## src/hdl/mcdc_ram.sv

```systemverilog
// ----------------------------------------------------------------------------
// mcdc_ram
// Generic single-write, single-read RAM with registered read data.
// ----------------------------------------------------------------------------
module mcdc_ram #(
  parameter int WIDTH = 8,
  parameter int DEPTH = 8
) (
  input  logic                                   clk,
  input  logic                                   we,
  input  logic [(DEPTH > 1 ? $clog2(DEPTH) : 1)-1:0] waddr,
  input  logic [WIDTH-1:0]                       wdata,
  input  logic                                   re,
  input  logic [(DEPTH > 1 ? $clog2(DEPTH) : 1)-1:0] raddr,
  output logic [WIDTH-1:0]                       rdata
);

  logic [WIDTH-1:0] mem [DEPTH];

  always_ff @(posedge clk) begin
    if (we) begin
      mem[waddr] <= wdata;
    end
    if (re) begin
      rdata <= mem[raddr];
    end
  end

endmodule

```

## config.mk

```make
export PLATFORM = sky130hd
export DESIGN_NAME = mcdc_ram
export DESIGN_NICKNAME = d
export VERILOG_FILES = /design/src/hdl/mcdc_ram.sv
export SDC_FILE = /design/constraint.sdc
export NUM_CORES = 1
export LEC_CHECK = 0
export BUFFER_PORTS_ARGS = -buffer_cell sky130_fd_sc_hd__buf_2
export CAP_MARGIN = 20
export CORE_MARGIN = 3
export CORE_UTILIZATION = 55
export DETAILED_ROUTE_END_ITERATION = 16
export PLACE_DENSITY = 0.75
export SLEW_MARGIN = 40
export SYNTH_ARGS = -nofsm -noshare
export SYNTH_HDL_FRONTEND = slang
export SYNTH_SLANG_ARGS = --single-unit
```

## constraint.sdc

```tcl
create_clock -name clk -period 3.4 [get_ports clk]
set_clock_uncertainty 0.15 [all_clocks]
set_input_delay 0.34 -clock clk [delete_from_list [all_inputs] [get_ports clk]]
set_output_delay 0.34 -clock clk [all_outputs]
set_load 0.05 [all_outputs]
```

[After elaboration in Yosys (flattened, before gate mapping)]
Memories as Yosys holds them, arrays and structs flattened. A register that Yosys moved wholly into a read port is not among the register bits.
Cells that the tools add are included.
Operators by class
  add/sub/neg operators: 0
  multipliers: 0
  div/mod/pow operators: 0
  $lt $le $gt $ge: 0
  equality and inequality tests: 0
  shift-type cells: 0
  multiplexer cells: 2
  bitwise operators: 0
  reduce and logical (&&, ||, !) cells: 0
Operators with widths (number)
  1-bit two-way mux: 2
Word-level totals
  register bits: 0
  bits in latches: 0
  RAM bits: 64
  memory bits (read-only): 0
  output and inout port bits: 8
  word-level logic and storage cells: 3
  memories kept: 1
Memory list
  mem: words 8, bits a word 8, rd ports 1, clocked after Yosys merged registers in 1, wr ports 1, RTL line 18  | logic [WIDTH-1:0] mem [DEPTH];

[Logic depth before layout (Yosys ltp)]
  depth in word-level cells: 2
  depth in mapped cells: 4

[Least setup slack after synthesis]
No wires, ideal clock.
  kind: input port to flip-flop
  start: input port raddr[0] (netlist name)
  end: register rdata[1], read port of mem, data pin
  setup time: 0.260 ns
  arrival: 1.363 ns
  slack: 1.627 ns
  cell stages on the path: 4
  buffers on the path: 2
  cells stage by stage: buf_6 > buf_12 > mux4_1 > mux2_2
RTL lines
  start, declared: RTL line 14  | input logic [(DEPTH > 1 ? $clog2(DEPTH) : 1)-1:0] raddr,
  end, declared: RTL line 15  | output logic [WIDTH-1:0] rdata

==> out/qor.csv <==
metric;value;unit
final_util;66.1;%
critPathCaptureType;flip-flop;
io_buffers;24;
synth_top_cell_by_area;edfxtp_1;
min_period_over_period;50.0;%
cts_setup_buffers;0;
dp.final_hpwl;2690;um
gp_congestion;0.679;
worst_pin_slew;0.856;ns
drt_iter0_drc;71;
cts_max_level;3;
grt-ovfl-total;0;
root_buffer;clkbuf_8;
clock_latency;0.33;ns
area_growth;14.1;%
r2r-start;mem[1][2];
critPathArrivalTime;1.63;ns
period_needed;1.70;ns
ys_ff_latch;72;
die-area;0.00593;mm2
synth_common_cells;72 x edfxtp_1, 15 x mux4_1, 8 x mux2_2, 6 x nor2_1, 3 x nand2b_1;
core_area;0.00479;mm2
ff2ff_path_depth;2;
synth_top_area_share;78.0;%
p_leak;1.08;nW
synth_area_per_cell;24.3;um2
cts.clk_slew.worst_paths;0.07;ns
route.detailed.drc;0;
antennaDiodeCount;0;
synth-edff-count;72;
synth-main-ff-cell;edfxtp_1;
avgViaCountPerCell;5.53;
ff_latch_area;0.00216;mm2
cts_buffers;9;
cts_buffer_depth;2;
netlist_area;0.00277;mm2
r2r_end;rdata[2];
final_layout_size_suffix_gt1_share;34.4;%
multi_input_area;578;um2
finalSetupTns;0;ns
netlist_instances;114;
drv_cap;0;
final_nets;163;
syn_nets;131;
cts_hold_buf;0;
power_per_cell_area;578;mW/mm2
std_cell_rows;25;
ant_nets;0;
final_max_slew_viol_count;0;
cts_resized;0;
fmax;588;MHz
grt_setup_unrepaired;false;
p_total;1.83;mW
routedWlPerCell;20.2;um
vias;1205;
worst_hold_startpoint;wdata[4];
yosysMostFrequentCell;edfxtp_1;
maxSlewHeadroom;42.7;%
grt_pass1_vias;1254;
min_path_type;input port to flip-flop;
status;finished clean;
critical_path_required;3.33;ns
synthArstFlopShare;0;%
drt-total-wl;4410;um
cts_sinks;72;
die_x;77.0;um
ff2ff_setup_slack;1.80;ns
yosysWarnings;0;
grt_max_degree;17;
start_util;57.9;%
die_h;77.0;um
ys_seq_area_share;78.0;%
holdPathEnd;mem[6][4];
hold_viol_final;0;
whs_path_depth;1;
critPathKind;input port to flip-flop;
ir_worst_vdd;0.399;mV
critical_path.max_fanout;16;
cts_tree;built;
drtPass1Iterations;2;
antenna_found_initial;0;
setup_viol;0;
startpoint_type;input port;
synth_top_cells_by_area;edfxtp_1 78%, mux4_1 14%, mux2_2 3.3%;
track_usage;16.7;%
top_level_ports;25;
fillCellCount;326;
netlist-cell-type-count;13;
grt_pass1_wl;6880;um
## logic make-up (layout without fill, tap and decap cells)
family                 count (synthesis)  count (layout)  synth area share, %
muxes                                 24              24                 18.3
and+or+nand+nor                       13              13                 2.12
buffers and inverters                  5              42                 1.58
DFF                                   72              72                 78.0
## area by class of cell
| class | count | area share, % |
|---|---|---|
| Clock buffer | 12 | 4.27 |
| Clock inverter | 4 | 2.18 |
| Multi-Input combinational cell | 37 | 18.3 |
| Sequential cell | 72 | 68.4 |
| Tap cell | 67 | 2.65 |
| Timing Repair Buffer | 26 | 4.27 |
## sequential cells by signal, summed over array words and instances (netlist names)
signal  count
mem        64
rdata       8
## report_power, final
| group | switching (mW) | leakage, nW | total [mW] | internal, mW |
|---|---|---|---|---|
| clock network | 0.282 | 0.102 | 0.692 | 0.411 |
| registers | 0.00727 | 0.660 | 1.02 | 1.01 |
| logic | 0.0723 | 0.321 | 0.117 | 0.0444 |
| total | 0.361 | 1.08 | 1.83 | 1.47 |
## worst max-delay path, cell delays in order
cell,delay [ns]
buf_2,0.37
mux4_1,0.64
mux2_2,0.27
## layout by cell type, fill, tap and decap left out
cell | Yosys | final
nand2b_1 | 3 | 3
buf_2 | 1 | 24
nand2_1 | 2 | 2
mux4_1 | 15 | 15
clkinv_1 | 0 | 1
bufinv_16 | 0 | 2
mux2_2 | 8 | 8
clkinv_2 | 0 | 1
clkbuf_8 | 0 | 9
edfxtp_1 | 72 | 72
nor2_1 | 6 | 1
buf_4 | 0 | 2
nor2_2 | 0 | 5
nor3_1 | 2 | 2
clkbuf_1 | 1 | 3
mux4_2 | 1 | 1
## worst max path at each step
stage | start | to | cells past startpoint
floorplan | raddr[0] | rdata[1] | 4
global placement | raddr[0] | rdata[7] | 3
detailed placement | raddr[0] | rdata[4] | 3
CTS | raddr[0] | rdata[2] | 3
global route | raddr[0] | rdata[2] | 3
finish | raddr[0] | rdata[2] | 3
## per-stage QoR
stage               std cells  hold WS [ns]  cell area [um2]  setup WS [ns]
finish                    218         0.125             3160           1.70
global route              218         0.123             3160           1.67
CTS                       218         0.104             3150           1.70
detailed placement        202         0.460             2950           1.38
global placement          202         0.438             2950           1.42
floorplan                 114         0.289             2770           1.63
## metal layers
metal	share of wire [%]	up-vias	GRT usage, %
met3	3.3	6	4.81
li1	-	553	-
met2	57	28	29.3
met4	1.2	0	7.47
met1	38	618	19.1
met5	0	-	0
No activity file was read; power rests on OpenSTA's default activity.
